[src/rtl/rfoc_pkg.sv]
`default_nettype none

package rfoc_pkg;

    // tick counter width
    localparam int TIMER_W      = 14;
    localparam int MASTER_W     = 16;
    localparam int REPEAT_W     = 4;
    localparam int CFG_DATA_W   = (TIMER_W > MASTER_W) ? TIMER_W : MASTER_W;
    localparam int CFG_INDEX_W  = 3;

    localparam int FRAME_LEN    = 48;
    localparam int POS_W        = 6;
    localparam logic [15:0] FRAME_PREFIX = 16'hAAFF;
    localparam logic [7:0]  FRAME_SUFFIX = 8'h00;

    localparam logic [MASTER_W-1:0] MASTER_CODE_RST = MASTER_W'(25105);
    localparam logic [TIMER_W-1:0]  SHORT_HIGH_RST  = TIMER_W'(295);
    localparam logic [TIMER_W-1:0]  LONG_HIGH_RST   = TIMER_W'(645);
    localparam logic [TIMER_W-1:0]  LOW_RST         = TIMER_W'(285);
    localparam logic [TIMER_W-1:0]  GAP_RST         = TIMER_W'(9500);
    localparam logic [REPEAT_W-1:0] REPEAT_RST      = REPEAT_W'(5);

    // stream word layouts
    localparam int IN_TDATA_W   = 8;
    localparam int OUT_TDATA_W  = 8;

    // highest valid group and button codes
    localparam logic [2:0] GROUP_MAX  = 3'd5;
    localparam logic [2:0] BUTTON_MAX = 3'd4;

    typedef enum logic [CFG_INDEX_W-1:0] {
        REG_MASTER_CODE = 3'd0,
        REG_SHORT_HIGH  = 3'd1,
        REG_LONG_HIGH   = 3'd2,
        REG_LOW         = 3'd3,
        REG_GAP         = 3'd4,
        REG_REPEAT      = 3'd5
    } cfg_reg_t;

    // group a..f nibble codes
    localparam logic [3:0] GROUP_CODES [6] = '{4'hF, 4'hE, 4'hD, 4'hC, 4'hA, 4'h9};

    function automatic logic [3:0] group_code(input logic [2:0] grp);
        logic [3:0] code;
        code = 4'hF;
        if (grp <= GROUP_MAX)
        begin
            code = GROUP_CODES[grp];
        end
        return code;
    endfunction

endpackage

`default_nettype wire

[src/rtl/rf_outlet_code_pulse_encoder.sv]
`default_nettype none

// channel   | dir | handshake                    | payload
// ----------+-----+------------------------------+-----------------------------------------
// s_axis    | in  | s_axis_tvalid/s_axis_tready  | tuser: command; tdata: group, button, on
// m_axis    | out | m_axis_tvalid/m_axis_tready  | tdata: rf_level, busy_res; tlast: done_res
// cfg       | in  | cfg_valid/cfg_ready          | cfg_index, cfg_data
//
// one tick word in, one result word out; a word is taken every cycle while the
// output register is empty or being drained, so the sustained rate is one word per cycle
// and the result is registered as the word is taken (state and result share the same edge)
// rst_n clears the sequencer to idle and the registers to their default values
// a stall on m_axis holds the result register and drops s_axis_tready; cfg is always ready

module rf_outlet_code_pulse_encoder (
    input  wire logic                              clk,
    input  wire logic                              rst_n,
    input  wire logic                              s_axis_tvalid,
    output      logic                              s_axis_tready,
    // [0] group_letter[0] .. [2] group_letter[2], [5:3] button_number, [6] turn_on, [7] zero
    input  wire logic [rfoc_pkg::IN_TDATA_W-1:0]   s_axis_tdata,
    // [0] command
    input  wire logic                              s_axis_tuser,
    output      logic                              m_axis_tvalid,
    input  wire logic                              m_axis_tready,
    // [0] rf_level, [1] busy_res, [7:2] zero
    output      logic [rfoc_pkg::OUT_TDATA_W-1:0]  m_axis_tdata,
    // done_res
    output      logic                              m_axis_tlast,
    input  wire logic                              cfg_valid,
    output      logic                              cfg_ready,
    input  wire logic [rfoc_pkg::CFG_INDEX_W-1:0]  cfg_index,
    input  wire logic [rfoc_pkg::CFG_DATA_W-1:0]   cfg_data
);
    import rfoc_pkg::*;

    typedef enum logic [1:0] {
        PH_IDLE,
        PH_HIGH,
        PH_LOW,
        PH_GAP
    } phase_t;

    // configuration registers
    logic [MASTER_W-1:0]  master_code_reg;
    logic [TIMER_W-1:0]   short_high_reg;
    logic [TIMER_W-1:0]   long_high_reg;
    logic [TIMER_W-1:0]   low_reg;
    logic [TIMER_W-1:0]   gap_reg;
    logic [REPEAT_W-1:0]  repeat_reg;

    // sequencer state
    phase_t               phase_reg, phase_next;
    logic [FRAME_LEN-1:0] frame_reg, frame_next;
    logic [POS_W-1:0]     pos_reg, pos_next;
    logic [REPEAT_W-1:0]  passes_reg, passes_next;
    logic [TIMER_W-1:0]   ticks_reg, ticks_next;

    // result register
    logic                 out_valid_reg, out_valid_next;
    logic                 level_reg, level_next;
    logic                 busy_reg, busy_next;
    logic                 done_reg, done_next;

    logic                 in_accept;
    logic                 cfg_write;
    logic [2:0]           grp;
    logic [2:0]           btn;
    logic                 turn_on;
    logic                 start;
    logic [3:0]           btn_code;
    logic [FRAME_LEN-1:0] frame_new;
    logic [FRAME_LEN-1:0] frame_cur;
    phase_t               phase_cur;
    logic [TIMER_W-1:0]   ticks_cur;
    logic [POS_W-1:0]     pos_cur;
    logic [POS_W-1:0]     pos_inc;
    logic [REPEAT_W-1:0]  passes_cur;
    logic [REPEAT_W-1:0]  passes_inc;
    logic [REPEAT_W-1:0]  reps;
    logic [TIMER_W-1:0]   ticks_dec;
    logic                 first_bit;
    logic                 next_bit;
    logic [TIMER_W-1:0]   short_eff;
    logic [TIMER_W-1:0]   long_eff;
    logic [TIMER_W-1:0]   low_eff;
    logic [TIMER_W-1:0]   gap_eff;

    // a zero duration counts as one tick
    function automatic logic [TIMER_W-1:0] at_least_one(input logic [TIMER_W-1:0] v);
        return (v == '0) ? TIMER_W'(1) : v;
    endfunction

    assign s_axis_tready = !out_valid_reg || m_axis_tready;
    assign in_accept     = s_axis_tvalid && s_axis_tready;
    assign cfg_ready     = 1'b1;
    assign cfg_write     = cfg_valid && cfg_ready;

    assign grp     = s_axis_tdata[2:0];
    assign btn     = s_axis_tdata[5:3];
    assign turn_on = s_axis_tdata[6];

    assign short_eff = at_least_one(short_high_reg);
    assign long_eff  = at_least_one(long_high_reg);
    assign low_eff   = at_least_one(low_reg);
    assign gap_eff   = at_least_one(gap_reg);
    assign reps      = (repeat_reg == '0) ? REPEAT_W'(1) : repeat_reg;

    // button code is 14 - 2*button, one less for the off code
    assign btn_code  = 4'd14 - {btn, 1'b0} - {3'b000, ~turn_on};
    assign frame_new = {FRAME_PREFIX, master_code_reg, group_code(grp), btn_code, FRAME_SUFFIX};

    assign start = s_axis_tuser && (phase_reg == PH_IDLE)
                   && (grp <= GROUP_MAX) && (btn <= BUTTON_MAX);

    always_comb
    begin
        // state as seen after an optional frame start on this tick
        frame_cur  = start ? frame_new : frame_reg;
        phase_cur  = start ? PH_HIGH : phase_reg;
        pos_cur    = start ? '0 : pos_reg;
        passes_cur = start ? '0 : passes_reg;
        first_bit  = frame_cur[FRAME_LEN-1];
        ticks_cur  = start ? (first_bit ? short_eff : long_eff) : ticks_reg;

        pos_inc    = pos_cur + POS_W'(1);
        passes_inc = passes_cur + REPEAT_W'(1);
        next_bit   = frame_cur[POS_W'(FRAME_LEN - 1) - pos_inc];
        ticks_dec  = ticks_cur - TIMER_W'(1);

        frame_next  = frame_cur;
        phase_next  = phase_cur;
        pos_next    = pos_cur;
        passes_next = passes_cur;
        ticks_next  = ticks_cur;
        level_next  = 1'b0;
        busy_next   = 1'b0;
        done_next   = 1'b0;

        if (phase_cur != PH_IDLE)
        begin
            busy_next  = 1'b1;
            level_next = (phase_cur == PH_HIGH);
            ticks_next = ticks_dec;
            if (ticks_dec == '0)
            begin
                case (phase_cur)
                    PH_HIGH:
                    begin
                        phase_next = PH_LOW;
                        ticks_next = low_eff;
                    end
                    PH_LOW:
                    begin
                        if (pos_cur >= POS_W'(FRAME_LEN - 1))
                        begin
                            phase_next = PH_GAP;
                            ticks_next = gap_eff;
                        end
                        else
                        begin
                            pos_next   = pos_inc;
                            phase_next = PH_HIGH;
                            ticks_next = next_bit ? short_eff : long_eff;
                        end
                    end
                    PH_GAP:
                    begin
                        passes_next = passes_inc;
                        pos_next    = '0;
                        // counter wrap also ends the run
                        if (passes_inc >= reps || passes_inc == '0)
                        begin
                            phase_next = PH_IDLE;
                            ticks_next = '0;
                            done_next  = 1'b1;
                        end
                        else
                        begin
                            phase_next = PH_HIGH;
                            ticks_next = first_bit ? short_eff : long_eff;
                        end
                    end
                    default:
                    begin
                        phase_next = PH_IDLE;
                    end
                endcase
            end
        end
    end

    always_comb
    begin
        out_valid_next = out_valid_reg;
        if (in_accept)
        begin
            out_valid_next = 1'b1;
        end
        else if (m_axis_tready)
        begin
            out_valid_next = 1'b0;
        end
    end

    always_ff @(posedge clk or negedge rst_n)
    begin
        if (!rst_n)
        begin
            phase_reg     <= PH_IDLE;
            frame_reg     <= '0;
            pos_reg       <= '0;
            passes_reg    <= '0;
            ticks_reg     <= '0;
            out_valid_reg <= 1'b0;
            level_reg     <= 1'b0;
            busy_reg      <= 1'b0;
            done_reg      <= 1'b0;
        end
        else
        begin
            out_valid_reg <= out_valid_next;
            if (in_accept)
            begin
                phase_reg  <= phase_next;
                frame_reg  <= frame_next;
                pos_reg    <= pos_next;
                passes_reg <= passes_next;
                ticks_reg  <= ticks_next;
                level_reg  <= level_next;
                busy_reg   <= busy_next;
                done_reg   <= done_next;
            end
        end
    end

    always_ff @(posedge clk or negedge rst_n)
    begin
        if (!rst_n)
        begin
            master_code_reg <= MASTER_CODE_RST;
            short_high_reg  <= SHORT_HIGH_RST;
            long_high_reg   <= LONG_HIGH_RST;
            low_reg         <= LOW_RST;
            gap_reg         <= GAP_RST;
            repeat_reg      <= REPEAT_RST;
        end
        else if (cfg_write)
        begin
            case (cfg_index)
                REG_MASTER_CODE: master_code_reg <= cfg_data[MASTER_W-1:0];
                REG_SHORT_HIGH:  short_high_reg  <= cfg_data[TIMER_W-1:0];
                REG_LONG_HIGH:   long_high_reg   <= cfg_data[TIMER_W-1:0];
                REG_LOW:         low_reg         <= cfg_data[TIMER_W-1:0];
                REG_GAP:         gap_reg         <= cfg_data[TIMER_W-1:0];
                REG_REPEAT:      repeat_reg      <= cfg_data[REPEAT_W-1:0];
                default:
                begin
                    // unknown index, write dropped
                end
            endcase
        end
    end

    assign m_axis_tvalid = out_valid_reg;
    assign m_axis_tdata  = {(OUT_TDATA_W - 2)'(0), busy_reg, level_reg};
    assign m_axis_tlast  = done_reg;

endmodule

`default_nettype wire

[config.mk]
export PLATFORM = sky130hd
export DESIGN_NAME = rf_outlet_code_pulse_encoder
export DESIGN_NICKNAME = d
export VERILOG_FILES = /design/src/rtl/rfoc_pkg.sv /design/src/rtl/rf_outlet_code_pulse_encoder.sv
export SDC_FILE = /design/constraint.sdc
export NUM_CORES = 1
export LEC_CHECK = 0
export BUFFER_PORTS_ARGS = -buffer_cell sky130_fd_sc_hd__buf_2
export CAP_MARGIN = 20
export CELL_PAD_IN_SITES_DETAIL_PLACEMENT = 0
export CELL_PAD_IN_SITES_GLOBAL_PLACEMENT = 1
export CORE_UTILIZATION = 40
export DETAILED_ROUTE_END_ITERATION = 16
export MAX_ROUTING_LAYER = met4
export PLACE_DENSITY = 0.77
export SLEW_MARGIN = 10
export SYNTH_ARGS = -nofsm -noshare
export SYNTH_HDL_FRONTEND = slang
export SYNTH_SLANG_ARGS = --single-unit
[constraint.sdc]
create_clock -name clk -period 12.3 [get_ports clk]
set_input_delay 0.615 -clock clk [delete_from_list [all_inputs] [get_ports clk]]
set_output_delay 0.615 -clock clk [all_outputs]
set_load 0.005 [all_outputs]
# Word level (Yosys, flattened, before mapping)
# Memory sizes are Yosys's and may differ from the RTL's.
# Cells that the tools add are included.
[op_classes]
reduce_logical = 24
mux = 42
bitwise_logic = 2
magnitude_cmp = 6
n_eq_ne = 8
n_addsub = 6
[op_table]
columns = ["cell", "count"]
rows = [
  ["2-to-1 mux 14 bit", 11],
  ["zero test 14 bit", 5],
  ["2-to-1 mux 48 bit", 1],
  ["one-hot mux 14 bit (3 select lines)", 1],
  ["2-to-1 mux 4 bit", 8],
  ["2-to-1 mux 6 bit", 4],
  ["subtractor 14 x 1 -> 14 bit (second input constant)", 1],
  ["one-hot mux 6 bit (2 select lines)", 1],
  ["AND reduction 2 bit", 6],
  ["2-to-1 mux 1 bit", 10],
  ["zero test 4 bit", 2],
  ["2-to-1 mux 2 bit", 4],
  ["< comparator 6 x 7 -> 1 bit (second input constant)", 1],
  ["adder 6 x 1 -> 6 bit (second input constant)", 1],
  ["binary-select mux 1 bit (select 6 bit)", 1],
  ["== test 3 x 2 -> 1 bit (second input constant)", 2],
  ["== test 3 bit (second input constant)", 2],
  ["greater-or-equal comparator 6 bit (second input constant)", 1],
  ["<= comparator 3 bit (second input constant)", 2],
  ["one-hot mux 2 bit (3 select lines)", 1],
  ["subtractor 6 bit (first input constant)", 1],
  ["adder 4 x 1 -> 4 bit (second input constant)", 1],
  ["== test 2 bit (second input constant)", 2],
  ["greater-or-equal comparator 4 bit", 1],
  ["other kinds (13)", 18],
]
[word_totals]
n_memories = 1
reg_bits = 154
elab_cells = 104
mem_bits_ro = 32
[mem_list]
columns = ["name", "depth", "width", "rd", "rd_ports_with_merged_regs", "write_ports", "line_no", "text"]
rows = [
  ["(name not given)", 8, 4, 1, 0, 0, "rfoc_pkg.sv:49", "code = GROUP_CODES[grp];"],
]

# Longest topological paths before layout
[logic_depth]
word_depth = 14
mapped_depth = 19
mapped_depth_nobuf = 13

# Worst setup path before layout
# No wires, ideal clock.
[synth_path]
path_type = "input -> register"
start = "input port s_axis_tdata[3] (netlist name)"
end = "register ticks_reg[13]"
path_stages = 18
required_time_ns = 12.172
arrival_ns = 4.738
path_slack_ns = 7.434
n_path_buf = 6
cell_sequence = "o21a_1 -> nor4_2 -> clkbuf_1 -> buf_2 -> buf_1 -> nor2_1 -> ha_1 -> buf_1 -> clkbuf_1 -> a221oi_1 -> a211o_1 -> a221oi_1 -> o21ai_1 -> a21oi_2 -> clkbuf_1 -> a21oi_1 -> a211oi_1 -> o21ai_0"
[synth_between]
elab_chain_cells = 12
word_cells_on_any_way = 31
[synth_rtl]
columns = ["element", "line_no", "text"]
rows = [
  ["start: declaration", "rf_outlet_code_pulse_encoder.sv:21", "input wire logic [rfoc_pkg::IN_TDATA_W-1:0] s_axis_tdata,"],
  ["<= comparator 3 bit", "rf_outlet_code_pulse_encoder.sv:114", "&& (grp <= GROUP_MAX) && (btn <= BUTTON_MAX);"],
  ["logical AND 1 bit", "rf_outlet_code_pulse_encoder.sv:114", ""],
  ["2-to-1 mux 6 bit", "rf_outlet_code_pulse_encoder.sv:121", "pos_cur = start ? '0 : pos_reg;"],
  ["adder 6 x 1 -> 6 bit", "rf_outlet_code_pulse_encoder.sv:126", "pos_inc = pos_cur + POS_W'(1);"],
  ["subtractor 6 bit", "rf_outlet_code_pulse_encoder.sv:128", "next_bit = frame_cur[POS_W'(FRAME_LEN - 1) - pos_inc];"],
  ["binary-select mux 1 bit (select 6 bit)", "rf_outlet_code_pulse_encoder.sv:128", ""],
  ["2-to-1 mux 1 bit (not written as such)", "rf_outlet_code_pulse_encoder.sv:128", ""],
  ["2-to-1 mux 14 bit", "rf_outlet_code_pulse_encoder.sv:164", "ticks_next = next_bit ? short_eff : long_eff;"],
  ["2-to-1 mux 14 bit", "rf_outlet_code_pulse_encoder.sv:155", "if (pos_cur >= POS_W'(FRAME_LEN - 1))"],
  ["one-hot mux 14 bit (3 select lines)", "rf_outlet_code_pulse_encoder.sv:147", "case (phase_cur)"],
  ["2-to-1 mux 14 bit", "rf_outlet_code_pulse_encoder.sv:145", "if (ticks_dec == '0)"],
  ["2-to-1 mux 14 bit *", "rf_outlet_code_pulse_encoder.sv:140", "if (phase_cur != PH_IDLE)"],
  ["end signal: assignment", "rf_outlet_code_pulse_encoder.sv:229", "ticks_reg <= ticks_next;"],
  ["end: declaration", "rf_outlet_code_pulse_encoder.sv:57", "logic [TIMER_W-1:0] ticks_reg, ticks_next;"],
]
# Every way passes the cells marked *; elsewhere a longest branch is shown, timed or not. The select of a mux whose other input is x is not followed.
# A chain may end at the register's enable or synchronous reset.

# Final worst setup path
[layout_path]
start = "register phase_reg[1]"
end = "register ticks_reg[0]"
[layout_between]
elab_chain_cells = 14
word_cells_on_any_way = 31
[layout_rtl]
columns = ["element", "line_no", "text"]
rows = [
  ["start: declaration", "rf_outlet_code_pulse_encoder.sv:53", "phase_t phase_reg, phase_next;"],
  ["start signal: assignment", "rf_outlet_code_pulse_encoder.sv:225", "phase_reg <= phase_next;"],
  ["zero test 2 bit", "rf_outlet_code_pulse_encoder.sv:113", "assign start = s_axis_tuser && (phase_reg == PH_IDLE)"],
  ["logical AND 1 bit", "rf_outlet_code_pulse_encoder.sv:113", ""],
  ["logical AND 1 bit (2 in a row)", "rf_outlet_code_pulse_encoder.sv:114", ""],
  ["2-to-1 mux 6 bit", "rf_outlet_code_pulse_encoder.sv:121", ""],
  ["adder 6 x 1 -> 6 bit", "rf_outlet_code_pulse_encoder.sv:126", ""],
  ["subtractor 6 bit", "rf_outlet_code_pulse_encoder.sv:128", ""],
  ["binary-select mux 1 bit (select 6 bit)", "rf_outlet_code_pulse_encoder.sv:128", ""],
  ["2-to-1 mux 1 bit (not written as such)", "rf_outlet_code_pulse_encoder.sv:128", ""],
  ["2-to-1 mux 14 bit", "rf_outlet_code_pulse_encoder.sv:164", ""],
  ["2-to-1 mux 14 bit", "rf_outlet_code_pulse_encoder.sv:155", ""],
  ["one-hot mux 14 bit (3 select lines)", "rf_outlet_code_pulse_encoder.sv:147", ""],
  ["2-to-1 mux 14 bit", "rf_outlet_code_pulse_encoder.sv:145", ""],
  ["2-to-1 mux 14 bit *", "rf_outlet_code_pulse_encoder.sv:140", ""],
]
# Marked as above.

==> flow_summary.toml <==
[die]
ios = 45
rows = 52
die_width_um = 146.9
core_area_um2 = 20430
die_area_um2 = 21580
die_y_um = 146.9
initial_core_util = 0.4111

[critical_path]
crit_slowest_cell = "ha_1"
crit_path_end_kind = "register"
critPathBufInv = 1
regToRegStartpoint = "phase_reg[1]"
worstPathRequired_ns = 12.61
max_stage_delay_ns = 0.90
cp_max_fo = 26
crit_arrival_ns = 5.46
reg2reg_slack_ns = 7.15
r2r_cells = 13
worstSetupPathType = "register to register"
start_kind = "register"
path_cells = "nand2b_4, o41ai_4, inv_1, ha_1, mux4_2, nor2_1, a2111oi_2, o211a_1, o21ai_1, a21oi_2, and2_1, a211oi_1, o31a_1"
rr_endpoint = "ticks_reg[0]"
path_delay_family = "compound AO/OA/AOI/OAI gates"

[cts]
clock-sinks = 154
cts_tree = "yes"
cts-hold-fix-buffers = 0
cts_root_buffer = "clkbuf_16"
clock_latency_ns = 0.43
clockBufferDepth = 2
htree_levels = 4
post_cts_resized = 0
post-cts-setup-buffer-count = 0
clk_pin_slew_ns = 0.06
cts_made_buffers = 17

[logic_synthesis]
yosys_most_used_dff = "dfrtp_1"
yosysTopAreaCellShare = 0.3784
async_flop_share = 1.000
yosys-top-cells-area = "dfrtp_1, mux2_2, dfstp_2"
synth_edf_count = 0
syn_inst = 826
yosysSeqAreaShare = 0.4629
yosysUniqueCellTypes = 76
synth_area_um2 = 8398
synth.ff_latch_count = 154
yosysTopAreaCell = "dfrtp_1"
syn_avg_cell_area_um2 = 10.17
yosysWarnings = 0

[sta]
report.final.hold_viol_count = 0
finClkSkew_ns = 0.008759
timing.slew.headroom = 0.2605
fin_hold_ws_ns = 0.2438
rsz0062_at_grt = "no"
setup_viol = 0
fin_crit_ns = 5.151
max_slew.worst_pin.slew_ns = 1.105
post-route-period-util = 0.4188
max_freq_mhz = 194.1
drv_slew = 0
fin_tns_setup_ns = 0

[grt]
grt_overflow = 0
grt_pass1_vias = 6080
antenna_found_initial = 0
grt_usage = 0.2124
grt_max_degree = 93
grt_pass1_wl_um = 34500

[route]
totalWireLength_um = 21000
num_vias = 6351
via_per_inst = 5.625
drt-pass1-iter-count = 5
ant_nets = 0
drt_iter0_drc = 514
drc = 0
detail_route.wl_per_cell_um = 18.60

[flow_run]
maxCapViolCount = 0

[final_layout]
antenna-diode-count = 0
layout_common_cells = "dfrtp_1, nand2_1, mux2_2"
nets = 886
mostFrequentLayoutCell = "dfrtp_1"
synthToLayoutAreaGrowth_pct = 12.53
drive_gt1_frac = 0.2433
largest_reg_flops = 48

[outcome]
status = "finished clean"

[hold_path]
min_path_type = "primary input to async pin"

[pwr]
p_leak_nw = 4.279
ir_worst_vdd_uv = 123.3
powerDensity_nw_per_um2 = 159.4

[placement]
gp_congestion = 0.8674
post-dp-hpwl_um = 14570
portBuffers = 36
-- routing by layer --
metal | part of all wire | wire, um | GRT usage
met1 | 0.48 | 10090 | 0.3034
met2 | 0.44 | 9300 | 0.3133
met3 | 0.050 | 1054 | 0.02609
met4 | 0.026 | 554 | 0.06959
met5 | 0 | 0 | -
-- cell type report --
type | instances | area (um2)
fill | 1973 | 10980
multi-input combinational | 598 | 4223
sequential | 154 | 3887
clock buffer | 18 | 439.2
tap | 270 | 337.8
timing repair buffer | 48 | 276.5
clock inverter | 14 | 185.2
inverter | 27 | 101.3
-- logic make-up (layout without fill, tap and decap cells) --
family                   after synthesis  in the layout  share of synthesized area
adder cells (fa/ha/maj)                7              7                    0.01043
flip-flops                           154            154                     0.4629
multiplexers                         112            112                     0.1593
buffers and inverters                 79            107                    0.04246
other                                  2              7                  0.0008943
AND/OR/NAND/NOR                      278            278                     0.1663
AO/OA/AOI/OAI                        166            166                     0.1286
XOR/XNOR                              28             28                    0.02920
-- stage by stage --
step	setup slack [ns]	power, W	instances	instance area, um2	utilization
finish	7.149	0.001507	1129	9450	0.4626
global route	6.720	0.001578	1129	9450	0.4626
CTS	7.147	0.001513	1129	9450	0.4626
detailed placement	6.990	0.0009542	1097	8826	0.4320
global placement	6.999	0.0009467	1097	8826	0.4320
floorplan	7.434	0.0008597	831	8417	-
-- how the worst max path moves through the flow --
stage,start,to,cells past startpoint,slack [ns]
floorplan,s_axis_tdata[3],ticks_reg[13],18,7.43
global placement,s_axis_tdata[3],ticks_reg[0],14,7.00
detailed placement,s_axis_tdata[3],ticks_reg[0],14,6.99
CTS,phase_reg[1],ticks_reg[0],13,7.15
global route,phase_reg[1],ticks_reg[0],13,6.72
finish,phase_reg[1],ticks_reg[0],13,7.15
-- cells in the mapped netlist (13+ instances only) --
cell type  number
o22ai_1        14
dfstp_2        27
nor3_1         17
nand2b_1       18
mux2_2         72
inv_1          27
xor2_1         15
and3_1         17
nor2_1         41
mux2i_1        29
and2_1         22
dfrtp_1       127
nand2_1       114
o21ai_0        50
clkbuf_1       31
a21oi_1        32
nor4_1         14
xnor2_1        13
-- power breakdown --
part           internal [W]  total (W)  leakage, nW  switching [W]
logic              0.000128   0.000270         2.10       0.000142
clock network      0.000330   0.000557        0.302       0.000226
registers          0.000598   0.000680         1.88      0.0000820
No activity file was read; power rests on OpenSTA's default activity.
